==> src/hw/rtl/dtdz_pkg.sv <==
package dtdz_pkg;

    localparam int ANGLE_FRAC_BITS = 6;
    localparam int CORDIC_ITERATIONS_DEF = 16;
    localparam int ATAN_TABLE_LEN = 24;
    localparam int ACC_FRAC = 16;
    localparam int SQRT_STEPS = 24;

    localparam int IN_W = 16;
    localparam int SQ_W = 32;
    localparam int REM_W = 48;
    localparam int ROOT_W = 24;
    localparam int VEC_W = 28;
    localparam int ACC_W = 25;
    localparam int PITCH_W = 14;
    localparam int DELTA_W = 15;
    localparam int ZONE_W = 2;
    localparam int GREEN_W = 13;
    localparam int YELLOW_W = 14;
    localparam int STEP_W = 5;

    localparam logic [ZONE_W-1:0] ZONE_STOP   = 2'd0;
    localparam logic [ZONE_W-1:0] ZONE_GREEN  = 2'd1;
    localparam logic [ZONE_W-1:0] ZONE_YELLOW = 2'd2;
    localparam logic [ZONE_W-1:0] ZONE_RED    = 2'd3;

    localparam logic [GREEN_W-1:0]  GREEN_RESET  = 13'd960;
    localparam logic [YELLOW_W-1:0] YELLOW_RESET = 14'd2560;

    localparam logic REG_GREEN  = 1'b0;
    localparam logic REG_YELLOW = 1'b1;

    typedef enum logic [3:0] {
        OP_NONE,
        OP_SQ_Y,
        OP_SQ_Z,
        OP_SQ_SUM,
        OP_SQRT,
        OP_CINIT,
        OP_CITER,
        OP_CFIN,
        OP_DIFF
    } op_t;

    typedef struct packed {
        logic              capture;
        logic              load_out;
        logic              run;
        logic              sel_b;
        op_t               op;
        logic [STEP_W-1:0] step;
    } cmd_t;

    // atan(2^-i) in degrees * 2^16
    function automatic logic [22:0] atan_lookup(input logic [STEP_W-1:0] idx);
        logic [22:0] v;
        unique case (idx)
            5'd0:    v = 23'd2949120;
            5'd1:    v = 23'd1740967;
            5'd2:    v = 23'd919879;
            5'd3:    v = 23'd466945;
            5'd4:    v = 23'd234379;
            5'd5:    v = 23'd117304;
            5'd6:    v = 23'd58666;
            5'd7:    v = 23'd29335;
            5'd8:    v = 23'd14668;
            5'd9:    v = 23'd7334;
            5'd10:   v = 23'd3667;
            5'd11:   v = 23'd1833;
            5'd12:   v = 23'd917;
            5'd13:   v = 23'd458;
            5'd14:   v = 23'd229;
            5'd15:   v = 23'd115;
            5'd16:   v = 23'd57;
            5'd17:   v = 23'd29;
            5'd18:   v = 23'd14;
            5'd19:   v = 23'd7;
            5'd20:   v = 23'd4;
            5'd21:   v = 23'd2;
            5'd22:   v = 23'd1;
            default: v = 23'd0;
        endcase
        return v;
    endfunction

endpackage

==> src/hw/rtl/dtdz_ctrl.sv <==
module dtdz_ctrl
    import dtdz_pkg::*;
#(
    parameter int CORDIC_ITERATIONS = CORDIC_ITERATIONS_DEF
) (
    input  logic clk,
    input  logic rst_n,
    input  logic s_tvalid,
    output logic s_tready,
    input  logic button_level,
    output logic m_tvalid,
    input  logic m_tready,
    output cmd_t cmd
);

    localparam int N_ITER = (CORDIC_ITERATIONS > ATAN_TABLE_LEN) ?
                            ATAN_TABLE_LEN : CORDIC_ITERATIONS;
    localparam logic [STEP_W-1:0] ITER_LAST = STEP_W'(N_ITER - 1);
    localparam logic [STEP_W-1:0] SQRT_LAST = STEP_W'(SQRT_STEPS - 1);

    typedef enum logic [3:0] {
        ST_IDLE,
        ST_SQ_Y,
        ST_SQ_Z,
        ST_SQ_SUM,
        ST_SQRT,
        ST_CINIT,
        ST_CITER,
        ST_CFIN,
        ST_DIFF,
        ST_EMIT
    } state_t;

    state_t            state_reg;
    logic              run_reg;
    logic              prev_button_reg;
    logic              sel_b_reg;
    logic [STEP_W-1:0] step_reg;
    logic              m_tvalid_reg;
    logic              run_next;
    logic              out_free;

    assign run_next = run_reg ^ (~button_level & prev_button_reg);
    assign out_free = ~m_tvalid_reg | m_tready;
    assign s_tready = (state_reg == ST_IDLE);
    assign m_tvalid = m_tvalid_reg;

    always_comb
    begin
        cmd.capture  = (state_reg == ST_IDLE) & s_tvalid;
        cmd.load_out = (state_reg == ST_EMIT) & out_free;
        cmd.run      = run_reg;
        cmd.sel_b    = sel_b_reg;
        cmd.step     = step_reg;
        unique case (state_reg)
            ST_SQ_Y:   cmd.op = OP_SQ_Y;
            ST_SQ_Z:   cmd.op = OP_SQ_Z;
            ST_SQ_SUM: cmd.op = OP_SQ_SUM;
            ST_SQRT:   cmd.op = OP_SQRT;
            ST_CINIT:  cmd.op = OP_CINIT;
            ST_CITER:  cmd.op = OP_CITER;
            ST_CFIN:   cmd.op = OP_CFIN;
            ST_DIFF:   cmd.op = OP_DIFF;
            default:   cmd.op = OP_NONE;
        endcase
    end

    always_ff @(posedge clk or negedge rst_n)
    begin
        if (!rst_n)
        begin
            state_reg       <= ST_IDLE;
            run_reg         <= 1'b0;
            prev_button_reg <= 1'b1;
            sel_b_reg       <= 1'b0;
            step_reg        <= '0;
            m_tvalid_reg    <= 1'b0;
        end
        else
        begin
            m_tvalid_reg <= ((state_reg == ST_EMIT) & out_free) | (m_tvalid_reg & ~m_tready);
            unique case (state_reg)
                ST_IDLE:
                begin
                    if (s_tvalid)
                    begin
                        prev_button_reg <= button_level;
                        run_reg         <= run_next;
                        sel_b_reg       <= 1'b0;
                        step_reg        <= '0;
                        state_reg       <= run_next ? ST_SQ_Y : ST_EMIT;
                    end
                end
                ST_SQ_Y:   state_reg <= ST_SQ_Z;
                ST_SQ_Z:   state_reg <= ST_SQ_SUM;
                ST_SQ_SUM:
                begin
                    step_reg  <= '0;
                    state_reg <= ST_SQRT;
                end
                ST_SQRT:
                begin
                    if (step_reg == SQRT_LAST)
                    begin
                        step_reg  <= '0;
                        state_reg <= ST_CINIT;
                    end
                    else
                    begin
                        step_reg <= step_reg + 1'b1;
                    end
                end
                ST_CINIT:  state_reg <= ST_CITER;
                ST_CITER:
                begin
                    if (step_reg == ITER_LAST)
                    begin
                        step_reg  <= '0;
                        state_reg <= ST_CFIN;
                    end
                    else
                    begin
                        step_reg <= step_reg + 1'b1;
                    end
                end
                ST_CFIN:
                begin
                    if (!sel_b_reg)
                    begin
                        sel_b_reg <= 1'b1;
                        state_reg <= ST_SQ_Y;
                    end
                    else
                    begin
                        state_reg <= ST_DIFF;
                    end
                end
                ST_DIFF:   state_reg <= ST_EMIT;
                ST_EMIT:
                begin
                    if (out_free)
                    begin
                        state_reg <= ST_IDLE;
                    end
                end
                default:   state_reg <= ST_IDLE;
            endcase
        end
    end

endmodule

==> src/hw/rtl/dtdz_datapath.sv <==
module dtdz_datapath
    import dtdz_pkg::*;
(
    input  logic                       clk,
    input  cmd_t                       cmd,
    input  logic signed [IN_W-1:0]     accel_a_x,
    input  logic signed [IN_W-1:0]     accel_a_y,
    input  logic signed [IN_W-1:0]     accel_a_z,
    input  logic signed [IN_W-1:0]     accel_b_x,
    input  logic signed [IN_W-1:0]     accel_b_y,
    input  logic signed [IN_W-1:0]     accel_b_z,
    input  logic [GREEN_W-1:0]         green_limit,
    input  logic [YELLOW_W-1:0]        yellow_limit,
    output logic [ZONE_W-1:0]          zone,
    output logic signed [PITCH_W-1:0]  pitch_a,
    output logic signed [PITCH_W-1:0]  pitch_b,
    output logic signed [DELTA_W-1:0]  angle_delta
);

    localparam int SHIFT = ACC_FRAC - ANGLE_FRAC_BITS;
    localparam logic signed [ACC_W-1:0] ROUND_ADD = ACC_W'(1) <<< (SHIFT - 1);
    localparam logic signed [ACC_W-1:0] PITCH_LIM = ACC_W'(90) <<< ANGLE_FRAC_BITS;
    localparam logic [ROOT_W-1:0] DEN_MIN = ROOT_W'(256);
    localparam logic [5:0] SQRT_TOP = 6'(2 * (SQRT_STEPS - 1));

    logic signed [IN_W-1:0]    ax_reg, ay_reg, az_reg, bx_reg, by_reg, bz_reg;
    logic [SQ_W-1:0]           prod_reg;
    logic [SQ_W-1:0]           sq_reg;
    logic [REM_W-1:0]          rem_reg;
    logic [REM_W-1:0]          root_reg;
    logic signed [VEC_W-1:0]   cx_reg, cy_reg;
    logic signed [ACC_W-1:0]   acc_reg;
    logic signed [PITCH_W-1:0] pa_reg, pb_reg;
    logic signed [DELTA_W-1:0] delta_reg;
    logic [ZONE_W-1:0]         zone_reg;
    logic [ZONE_W-1:0]         zone_out_reg;
    logic signed [PITCH_W-1:0] pa_out_reg, pb_out_reg;
    logic signed [DELTA_W-1:0] delta_out_reg;

    logic signed [IN_W-1:0]    sel_x, sel_y, sel_z, mult_in;
    logic signed [SQ_W-1:0]    prod;
    logic [5:0]                sq_shamt;
    logic [REM_W-1:0]          sbit;
    logic [REM_W:0]            trial;
    logic [ROOT_W-1:0]         root;
    logic [ROOT_W-1:0]         den;
    logic signed [VEC_W-1:0]   dx, dy;
    logic signed [ACC_W-1:0]   atan_val;
    logic signed [ACC_W-1:0]   rounded, shifted, clamped;
    logic signed [DELTA_W-1:0] diff;
    logic [DELTA_W-1:0]        abs_diff;
    logic [ZONE_W-1:0]         zone_calc;

    assign sel_x   = cmd.sel_b ? bx_reg : ax_reg;
    assign sel_y   = cmd.sel_b ? by_reg : ay_reg;
    assign sel_z   = cmd.sel_b ? bz_reg : az_reg;
    assign mult_in = (cmd.op == OP_SQ_Z) ? sel_z : sel_y;
    assign prod    = mult_in * mult_in;

    assign sq_shamt = SQRT_TOP - {cmd.step, 1'b0};
    assign sbit     = REM_W'(1) << sq_shamt;
    assign trial    = {1'b0, root_reg} + {1'b0, sbit};

    assign root = root_reg[ROOT_W-1:0];
    assign den  = (root < DEN_MIN) ? DEN_MIN : root;

    assign dx       = cy_reg >>> cmd.step;
    assign dy       = cx_reg >>> cmd.step;
    assign atan_val = signed'({2'b00, atan_lookup(cmd.step)});

    assign rounded = acc_reg + ROUND_ADD;
    assign shifted = rounded >>> SHIFT;
    always_comb
    begin
        priority if (shifted > PITCH_LIM)
            clamped = PITCH_LIM;
        else if (shifted < -PITCH_LIM)
            clamped = -PITCH_LIM;
        else
            clamped = shifted;
    end

    assign diff     = DELTA_W'(pb_reg) - DELTA_W'(pa_reg);
    assign abs_diff = diff[DELTA_W-1] ? DELTA_W'(-diff) : DELTA_W'(diff);
    always_comb
    begin
        priority if (abs_diff < DELTA_W'(green_limit))
            zone_calc = ZONE_GREEN;
        else if (abs_diff < DELTA_W'(yellow_limit))
            zone_calc = ZONE_YELLOW;
        else
            zone_calc = ZONE_RED;
    end

    always_ff @(posedge clk)
    begin
        if (cmd.capture)
        begin
            ax_reg <= accel_a_x;
            ay_reg <= accel_a_y;
            az_reg <= accel_a_z;
            bx_reg <= accel_b_x;
            by_reg <= accel_b_y;
            bz_reg <= accel_b_z;
        end

        unique case (cmd.op)
            OP_SQ_Y:
            begin
                prod_reg <= SQ_W'(prod);
            end
            OP_SQ_Z:
            begin
                sq_reg   <= prod_reg;
                prod_reg <= SQ_W'(prod);
            end
            OP_SQ_SUM:
            begin
                rem_reg  <= {sq_reg + prod_reg, 16'b0};
                root_reg <= '0;
            end
            OP_SQRT:
            begin
                if ({1'b0, rem_reg} >= trial)
                begin
                    rem_reg  <= rem_reg - trial[REM_W-1:0];
                    root_reg <= (root_reg >> 1) + sbit;
                end
                else
                begin
                    root_reg <= root_reg >> 1;
                end
            end
            OP_CINIT:
            begin
                cx_reg  <= signed'(VEC_W'(den));
                cy_reg  <= {{(VEC_W-IN_W-8){sel_x[IN_W-1]}}, sel_x, 8'b0};
                acc_reg <= '0;
            end
            OP_CITER:
            begin
                if (!cy_reg[VEC_W-1])
                begin
                    cx_reg  <= cx_reg + dx;
                    cy_reg  <= cy_reg - dy;
                    acc_reg <= acc_reg + atan_val;
                end
                else
                begin
                    cx_reg  <= cx_reg - dx;
                    cy_reg  <= cy_reg + dy;
                    acc_reg <= acc_reg - atan_val;
                end
            end
            OP_CFIN:
            begin
                if (cmd.sel_b)
                    pb_reg <= clamped[PITCH_W-1:0];
                else
                    pa_reg <= clamped[PITCH_W-1:0];
            end
            OP_DIFF:
            begin
                delta_reg <= diff;
                zone_reg  <= zone_calc;
            end
            default:
            begin
            end
        endcase

        if (cmd.load_out)
        begin
            if (cmd.run)
            begin
                zone_out_reg  <= zone_reg;
                pa_out_reg    <= pa_reg;
                pb_out_reg    <= pb_reg;
                delta_out_reg <= delta_reg;
            end
            else
            begin
                zone_out_reg  <= ZONE_STOP;
                pa_out_reg    <= '0;
                pb_out_reg    <= '0;
                delta_out_reg <= '0;
            end
        end
    end

    assign zone        = zone_out_reg;
    assign pitch_a     = pa_out_reg;
    assign pitch_b     = pb_out_reg;
    assign angle_delta = delta_out_reg;

endmodule

==> src/hw/rtl/dual_tilt_delta_zone_unit.sv <==
// Channel  Dir  Beat
// s_*      in   button level and raw x/y/z of sensors A and B
// m_*      out  run flag, zone, both pitches and their difference
// apb      in   green_limit (0x0), yellow_limit (0x4)
//
// Running: a 24-step square root and an N-step CORDIC pass per sensor run on one
// shared datapath before the next beat is taken (N = CORDIC iterations, at most
// 24). Stopped: the beat goes straight to the output stage with zeroed values.
// rst_n clears the run flag and the output valid, sets the button history high and the limits to their reset values.
// A finished beat waits in the output register; the next input beat is taken
// meanwhile, and a result holds in its state until m_tready frees the register.
module dual_tilt_delta_zone_unit
    import dtdz_pkg::*;
#(
    parameter int CORDIC_ITERATIONS = CORDIC_ITERATIONS_DEF
) (
    input  logic         clk,
    input  logic         rst_n,
    input  logic         s_tvalid,
    output logic         s_tready,
    // button_level, accel_a_x, accel_a_y, accel_a_z, accel_b_x, accel_b_y,
    // accel_b_z, zero pad
    input  logic [103:0] s_tdata,
    output logic         m_tvalid,
    input  logic         m_tready,
    // running, zone, pitch_a, pitch_b, angle_delta, zero pad
    output logic [47:0]  m_tdata,
    input  logic         psel,
    input  logic         penable,
    input  logic         pwrite,
    input  logic [2:0]   paddr,
    input  logic [31:0]  pwdata,
    output logic [31:0]  prdata,
    output logic         pready
);

    logic [GREEN_W-1:0]        green_reg;
    logic [YELLOW_W-1:0]       yellow_reg;
    cmd_t                      cmd;
    logic                      running_out_reg;
    logic [ZONE_W-1:0]         zone;
    logic signed [PITCH_W-1:0] pitch_a, pitch_b;
    logic signed [DELTA_W-1:0] angle_delta;

    assign pready = 1'b1;
    assign prdata = (paddr[2] == REG_YELLOW) ? 32'(yellow_reg) : 32'(green_reg);

    always_ff @(posedge clk or negedge rst_n)
    begin
        if (!rst_n)
        begin
            green_reg  <= GREEN_RESET;
            yellow_reg <= YELLOW_RESET;
        end
        else if (psel && penable && pwrite && pready)
        begin
            if (paddr[2] == REG_YELLOW)
                yellow_reg <= pwdata[YELLOW_W-1:0];
            else
                green_reg <= pwdata[GREEN_W-1:0];
        end
    end

    dtdz_ctrl #(
        .CORDIC_ITERATIONS (CORDIC_ITERATIONS)
    ) u_ctrl (
        .clk          (clk),
        .rst_n        (rst_n),
        .s_tvalid     (s_tvalid),
        .s_tready     (s_tready),
        .button_level (s_tdata[0]),
        .m_tvalid     (m_tvalid),
        .m_tready     (m_tready),
        .cmd          (cmd)
    );

    dtdz_datapath u_datapath (
        .clk          (clk),
        .cmd          (cmd),
        .accel_a_x    (s_tdata[16:1]),
        .accel_a_y    (s_tdata[32:17]),
        .accel_a_z    (s_tdata[48:33]),
        .accel_b_x    (s_tdata[64:49]),
        .accel_b_y    (s_tdata[80:65]),
        .accel_b_z    (s_tdata[96:81]),
        .green_limit  (green_reg),
        .yellow_limit (yellow_reg),
        .zone         (zone),
        .pitch_a      (pitch_a),
        .pitch_b      (pitch_b),
        .angle_delta  (angle_delta)
    );

    always_ff @(posedge clk)
    begin
        if (cmd.load_out)
            running_out_reg <= cmd.run;
    end

    assign m_tdata = {2'b00, angle_delta, pitch_b, pitch_a, zone, running_out_reg};

endmodule

==> config.mk <==
export PLATFORM = sky130hd
export DESIGN_NAME = dual_tilt_delta_zone_unit
export DESIGN_NICKNAME = d
export VERILOG_FILES = /design/src/hw/rtl/dtdz_pkg.sv /design/src/hw/rtl/dtdz_ctrl.sv /design/src/hw/rtl/dtdz_datapath.sv /design/src/hw/rtl/dual_tilt_delta_zone_unit.sv
export SDC_FILE = /design/constraint.sdc
export NUM_CORES = 2
export LEC_CHECK = 0
export BUFFER_PORTS_ARGS = -buffer_cell sky130_fd_sc_hd__buf_2
export CAP_MARGIN = 20
export CORE_MARGIN = 4
export CORE_UTILIZATION = 54
export CTS_BUF_LIST = sky130_fd_sc_hd__clkbuf_4 sky130_fd_sc_hd__clkbuf_8
export DETAILED_ROUTE_END_ITERATION = 6
export PLACE_DENSITY = 0.77
export SLEW_MARGIN = 5
export SYNTH_ARGS = -nofsm -noshare
export SYNTH_HDL_FRONTEND = slang
export SYNTH_SLANG_ARGS = --single-unit
==> constraint.sdc <==
create_clock -name clk -period 12.1 [get_ports clk]
set_clock_uncertainty 0.1 [all_clocks]
set_input_delay 0.605 -clock clk [delete_from_list [all_inputs] [get_ports clk]]
set_output_delay 0.605 -clock clk [all_outputs]
set_load 0.02 [all_outputs]
# ---- Word level (Yosys, flattened, before mapping)
# Memories as Yosys holds them, arrays and structs flattened.
# Index checks and enable logic that the tools add are counted.
dict set report classes {
  n_eq_ne 24
  muxes 33
  n_mul 1
  shift 3
  n_bitwise 12
  magnitude_cmp 6
  n_reduce_logical 17
  n_addsub 15
}
# cell n
set ops {}
lappend ops {{case mux 48 bit (2 select lines)} 2}
lappend ops {{case mux 28 bit (2 select lines)} 2}
lappend ops {{2-to-1 mux 48 bit} 2}
lappend ops {{2-to-1 mux 16 bit} 4}
lappend ops {{adder 28 bit} 2}
lappend ops {{2-to-1 mux 28 bit} 2}
lappend ops {{>>> shifter 28 x 5 -> 28 bit} 2}
lappend ops {{subtractor 28 bit} 2}
lappend ops {{case mux 25 bit (2 select lines)} 1}
lappend ops {{adder 48 x 48 -> 49 bit} 1}
lappend ops {{greater-or-equal comparator 48 x 49 -> 1 bit} 1}
lappend ops {{adder 47 x 48 -> 48 bit} 1}
lappend ops {{<< shifter 1 x 6 -> 48 bit, first input constant} 1}
lappend ops {{subtractor 48 bit} 1}
lappend ops {{2-to-1 mux 14 bit} 3}
lappend ops {{case mux 4 bit (10 select lines)} 1}
lappend ops {{adder 32 bit} 1}
lappend ops {{== test 4 x 3 -> 1 bit, second input constant} 8}
lappend ops {{multiplier 16 x 16 -> 32 bit} 1}
lappend ops {{adder 25 x 11 -> 25 bit, second input constant} 1}
lappend ops {{adder 25 x 24 -> 25 bit} 1}
lappend ops {{2-to-1 mux 25 bit} 1}
lappend ops {{subtractor 25 x 24 -> 25 bit} 1}
lappend ops {{less-than comparator 24 x 9 -> 1 bit, second input constant} 1}
lappend ops {{other kinds (33)} 68}
dict set report word_totals {
  out_inout_bits 83
  romBits 768
  elab_cells 143
  register_bits 468
  mem_count 2
}
# name depth width read_ports rd_clocked_by_memory_dff wr line
set memory_table {}
lappend memory_table {{(name not given)} 32 22 1 0 0 dtdz_pkg.sv:57} ;# unique case (idx)
lappend memory_table {{(name not given)} 16 4 1 0 0 dtdz_ctrl.sv:55} ;# unique case (state_reg)

# ---- Logic depth before layout (Yosys ltp)
dict set report depth {
  ltp_word 6
  mapped_depth 36
}

# ---- By module
# From an unflattened synthesis, not the netlist that was laid out.
dict set report hier_totals {
  cells_unflattened 4675
  area_unflattened_um2 44535.2
}
# module cells_per_inst seq_area_each_um2 instances area_each_um2
set modules_own_cells {}
lappend modules_own_cells {dtdz_datapath 4492 12762.2 1 42261.8}
lappend modules_own_cells {dual_tilt_delta_zone_unit 99 713.2 1 1463.9}
lappend modules_own_cells {dtdz_ctrl 84 326.6 1 809.5}

# ---- Worst setup path before layout
# OpenSTA, ideal clock, no wires.
dict set report synth_timing {
  path_kind {reg2reg}
  start {register u_ctrl.step_reg[4]}
  end {register u_datapath.rem_reg[0], enable pin}
  arrival_ps 9099
  required_time_ps 11531
  setup_ps 469
  path_slack_ps 2431
  n_path_buf 7
  period_less_slack_ps 9669
  stages_incl_launch_ff 32
  cell_sequence {dfrtp_1 clkbuf_1 inv_1 clkbuf_1 clkbuf_1 buf_1 ha_1 clkbuf_1 nand2_1 nor2_1 ha_1 a31oi_1 o21ai_0 a21o_1 o22ai_1 or4_1 a21oi_1 o211ai_1 a211oi_1 a31oi_1 xor2_1 ha_1 nand3_1 nor2_1 nand2_1 or2_2 nor4_1 o31a_1 clkbuf_1 buf_2 nand2b_1 a21oi_1}
}
dict set report synth_between {
  elab_chain_cells 6
}
# element line
set synth_rtl {}
lappend synth_rtl {{start: declaration} dtdz_ctrl.sv:38} ;# logic [STEP_W-1:0] step_reg;
lappend synth_rtl {{start signal: assignment} dtdz_ctrl.sv:110} ;# step_reg <= step_reg + 1'b1;
lappend synth_rtl {{start signal: assignment} dtdz_ctrl.sv:123} ;# step_reg <= step_reg + 1'b1;
lappend synth_rtl {{subtractor 6 bit} dtdz_datapath.sv:60} ;# assign sq_shamt = SQRT_TOP - {cmd.step, 1'b0};
lappend synth_rtl {{<< shifter 1 x 6 -> 48 bit} dtdz_datapath.sv:61} ;# assign sbit = REM_W'(1) << sq_shamt;
lappend synth_rtl {{adder 48 x 48 -> 49 bit} dtdz_datapath.sv:62} ;# assign trial = {1'b0, root_reg} + {1'b0, sbit};
lappend synth_rtl {{greater-or-equal comparator 48 x 49 -> 1 bit} dtdz_datapath.sv:124} ;# if ({1'b0, rem_reg} >= trial)
lappend synth_rtl {{inequality test 2 x 1 -> 1 bit (no line)} n/a}
lappend synth_rtl {{AND reduction 2 bit (no line)} n/a}
lappend synth_rtl {{end signal: assignment} dtdz_datapath.sv:119} ;# rem_reg <= {sq_reg + prod_reg, 16'b0};
lappend synth_rtl {{end signal: assignment} dtdz_datapath.sv:126} ;# rem_reg <= rem_reg - trial[REM_W-1:0];
lappend synth_rtl {{end: declaration} dtdz_datapath.sv:29} ;# logic [REM_W-1:0] rem_reg;
# No other way between the ends.
# A chain may end at the register's enable or synchronous reset.

# ---- Worst setup path after layout
dict set report layout_timing {
  start {register u_ctrl.state_reg[3]}
  end {register u_datapath.prod_reg[27], data pin}
}
dict set report layout_between {
  elab_chain_cells 4
}
# element line
set layout_rtl {}
lappend layout_rtl {{start: declaration} dtdz_ctrl.sv:34} ;# state_t state_reg;
lappend layout_rtl {{start signal: assignment} dtdz_ctrl.sv:91} ;# state_reg <= run_next ? ST_SQ_Y : ST_EMIT;
lappend layout_rtl {{memory (16 x 4 bit)} n/a}
lappend layout_rtl {{== test 4 x 2 -> 1 bit} dtdz_datapath.sv:57} ;# assign mult_in = (cmd.op == OP_SQ_Z) ? sel_z : sel_y;
lappend layout_rtl {{2-to-1 mux 16 bit} dtdz_datapath.sv:57}
lappend layout_rtl {{multiplier 16 x 16 -> 32 bit} dtdz_datapath.sv:58} ;# assign prod = mult_in * mult_in;
lappend layout_rtl {{net u_datapath.prod[27]} dtdz_datapath.sv:41} ;# logic signed [SQ_W-1:0] prod;
lappend layout_rtl {{end signal: assignment} dtdz_datapath.sv:110} ;# prod_reg <= SQ_W'(prod);
lappend layout_rtl {{end signal: assignment} dtdz_datapath.sv:115} ;# prod_reg <= SQ_W'(prod);
lappend layout_rtl {{end: declaration} dtdz_datapath.sv:27} ;# logic [SQ_W-1:0] prod_reg;
# The timed path passes the listed nets, and every way through them passes these cells.

==> reports/summary.txt <==
TritonCTS clock tree - built
CP max-delay cell - dfrtp_1
initial antenna violation count - 6
Fin. Hold Viols - 0
wire per inst - 18.94 um
Slew Limit Fails - 0
Post-synth ARST share - 8.584%
Reg area - 13810 um2
grt ovf - 0
Cells after Synth - 4549
CP max FO - 39
reg-to-reg critical path startpoint - u_ctrl.state_reg[3]
DP HPWL - 81620 um
Yosys warning count - 0
Ports - 229
met3 usage - 4.580%
syn avg cell area - 9.676 um2
#FFs+latches synth - 466
layout net count - 5503
CP startpoint kind - register
failing checks - design-rule violations
status - complete, but fails checks
CP Data Required Time - 12.45 ns
unrepaired setup endpoints after global routing - false
Initial DRC Count - 3232
I/O Buffers - 180
Global Route Usage Sum - 25.64%
first-pass GRT wire length - 180200 um
Worst path depth - 33
Post-Route Setup TNS - 0 ns
remaining antenna violation count - 0
First-pass DRT Iterations - 7
Slew HR - 30.02%
CP startpoint - u_ctrl.state_reg[3]
Area Growth Syn to Fin - 10.03%
grt met2 use - 42.32%
root buffer cell - clkbuf_8
Vias/cell - 5.943
crit path kind - reg2reg
CORE AREA - 80680 um2
CTS Buf Count - 80
register area share after synthesis - 31.36%
Filler cells - 6603
row cnt - 104
DRC - 3
Final GP Congestion - 0.9707
number of global-route vias before repair - 34535
CP peak stage delay - 0.78 ns
share of cells above drive strength 1 - 11.11%
Die ar. - 86140 um2
worst-margin pin slew - 1.046 ns
Clk Latency, worst-skew pair - 0.73 ns
final cell count without fillers - 5896
Hold Path Class - in2reg
mapped cell area - 44020 um2
Multi-input gate area - 27690 um2
fmax - 102.9 MHz
EDFF count, synth - 426
max cap viols - 0
fin crit period - 9.718 ns
H-tree depth - 3
overall via count from detail_route - 35042
Die W - 293.5 um
Starting Density - 54.56%
cell mode on critical path - fa_1
delay-heaviest family, CP - adder cells
critical path arrival - 10.07 ns
Critical Path End - u_datapath.prod_reg[27]
top_reg_cell synth - edfxtp_1
M1 GR Usage - 34.82%
most used routing layer - met2
largest net degree at the start of global routing - 94
final wirelength - 111700 um
final critical-path share of the clock period - 80.32%
buffers plus inverters on the worst setup path - 9
Die H - 293.5 um
CTS sink cnt - 466
endpoints failing setup - 0
clock buffer depth - 3
r2r worst-path depth - 33
CTS clk-pin slew, worst paths - 0.07 ns
DP Cell Count - 5651
FF-to-FF End - u_datapath.prod_reg[27]
synth unique cells - 108
R2R setup slack - 2.38 ns
crit end category - register
==> what timing repair did <==
item,in CTS,in global routing
hold endpoints to repair,130,0
hold buffers,98,0
gates resized for setup,0,0
setup buffers,0,0
==> cells in the mapped netlist, types with 52 or more instances <==
cell type | number | area share, %
a211oi_1 | 56 | 0.96
a21o_1 | 118 | 2.0
a21oi_1 | 255 | 2.9
a31oi_1 | 80 | 1.1
and2_1 | 83 | 1.2
clkbuf_1 | 121 | 1.0
edfxtp_1 | 426 | 29
fa_1 | 239 | 11
ha_1 | 347 | 9.9
inv_1 | 462 | 3.9
mux2_2 | 52 | 1.3
nand2_1 | 385 | 3.3
nand3_1 | 59 | 0.67
nor2_1 | 401 | 3.4
nor3_1 | 72 | 0.82
o21a_1 | 54 | 0.92
o21ai_0 | 213 | 2.4
xnor2_1 | 203 | 4.0
xor2_1 | 155 | 3.1
==> layout by cell type, fill, tap and decap left out, types with 16 or more instances in the layout <==
cell / n
nand4_1: 36
xnor2_1: 203
a31o_2: 16
conb_1: 21
a21o_1: 118
clkbuf_8: 86
buf_2: 180
nor2b_1: 50
edfxtp_1: 426
or3_1: 21
mux2i_1: 47
clkinv_1: 16
fa_1: 239
clkbuf_4: 21
inv_1: 460
nand2b_1: 51
a211oi_1: 56
a21oi_1: 253
dlygate4sd3_1: 98
ha_1: 347
and3_1: 45
a31oi_1: 80
and2_1: 82
o21bai_1: 29
o21ai_0: 213
mux2_2: 52
xor2_1: 155
o21a_1: 54
buf_4: 37
o31ai_1: 24
dfrtp_1: 27
nand3_1: 57
nand2_1: 385
nor2_1: 401
mux4_2: 49
nor3_1: 69
==> area by class of cell <==
class | count | area share (%)
diodes | 3 | 0.01550
clock inverters | 37 | 0.7130
flip-flops and latches | 466 | 28.52
repair buffers | 315 | 4.459
well taps | 1060 | 2.738
inverters | 466 | 3.612
multi-input cells | 3442 | 57.17
clock buffers | 107 | 2.769
==> kinds of logic (layout without fill, tap and decap cells) <==
logic type | count (synthesis) | in the layout | share of synthesized area [%]
multiplexers | 165 | 165 | 5.810
AND/OR/NAND/NOR | 1290 | 1290 | 13.87
other | 2 | 24 | 0.01706
flip-flops | 466 | 466 | 31.36
buffers and inverters | 660 | 925 | 6.058
adder cells (fa/ha/maj) | 587 | 587 | 20.76
AO/OA/AOI/OAI | 1020 | 1020 | 14.95
XOR/XNOR | 359 | 359 | 7.175
==> routing by layer <==
| layer | up-vias | routed length (um) |
|---|---|---|
| met5 | - | 31 |
| met4 | 4 | 3170 |
| met3 | 242 | 9255 |
| met2 | 1428 | 52080 |
| met1 | 16848 | 47130 |
| li1 | 16520 | - |
==> through the flow <==
step                hold WS [ns]  utilization [%]  setup slack, ns  cell area [um2]
floorplan                 0.2094                -            2.431            44090
global placement          0.3437            56.72            2.498            45760
detailed placement        0.3421            56.72            2.379            45760
CTS                     0.003367            60.02            2.365            48420
global route             0.03301            60.02            1.732            48430
finish                   0.06264            60.03            2.382            48430
==> worst min path at each step <==
stage / from / to / slack [ns] / depth (start not counted)
2_1_floorplan: rst_n / green_reg[0] / 0.21 / 0
3_3_place_gp: u_datapath.prod_reg[0] / u_datapath.sq_reg[0] / 0.34 / 0
3_5_place_dp: u_datapath.prod_reg[30] / u_datapath.sq_reg[30] / 0.34 / 0
4_1_cts: pwdata[6] / yellow_reg[6] / 0.003 / 2
5_1_grt: pwdata[6] / yellow_reg[6] / 0.03 / 2
6_report: pwdata[7] / yellow_reg[7] / 0.06 / 2
==> worst reg2reg max path, delay by kind of cell (launching register included) <==
| kind | cells | cell delay [ns] |
|---|---|---|
| AOI/OAI and AO/OA | 9 | 2.13 |
| and+or+nand+nor | 7 | 1.14 |
| buffers and inverters | 9 | 1.75 |
| adders and majority gates | 7 | 3.47 |
| xor gates and xnor gates | 1 | 0.14 |
| DFF | 1 | 0.78 |
Power is left out: the tool's default activity adds up to more than one toggle a clock period on the data nets, which glitch-free logic cannot reach.
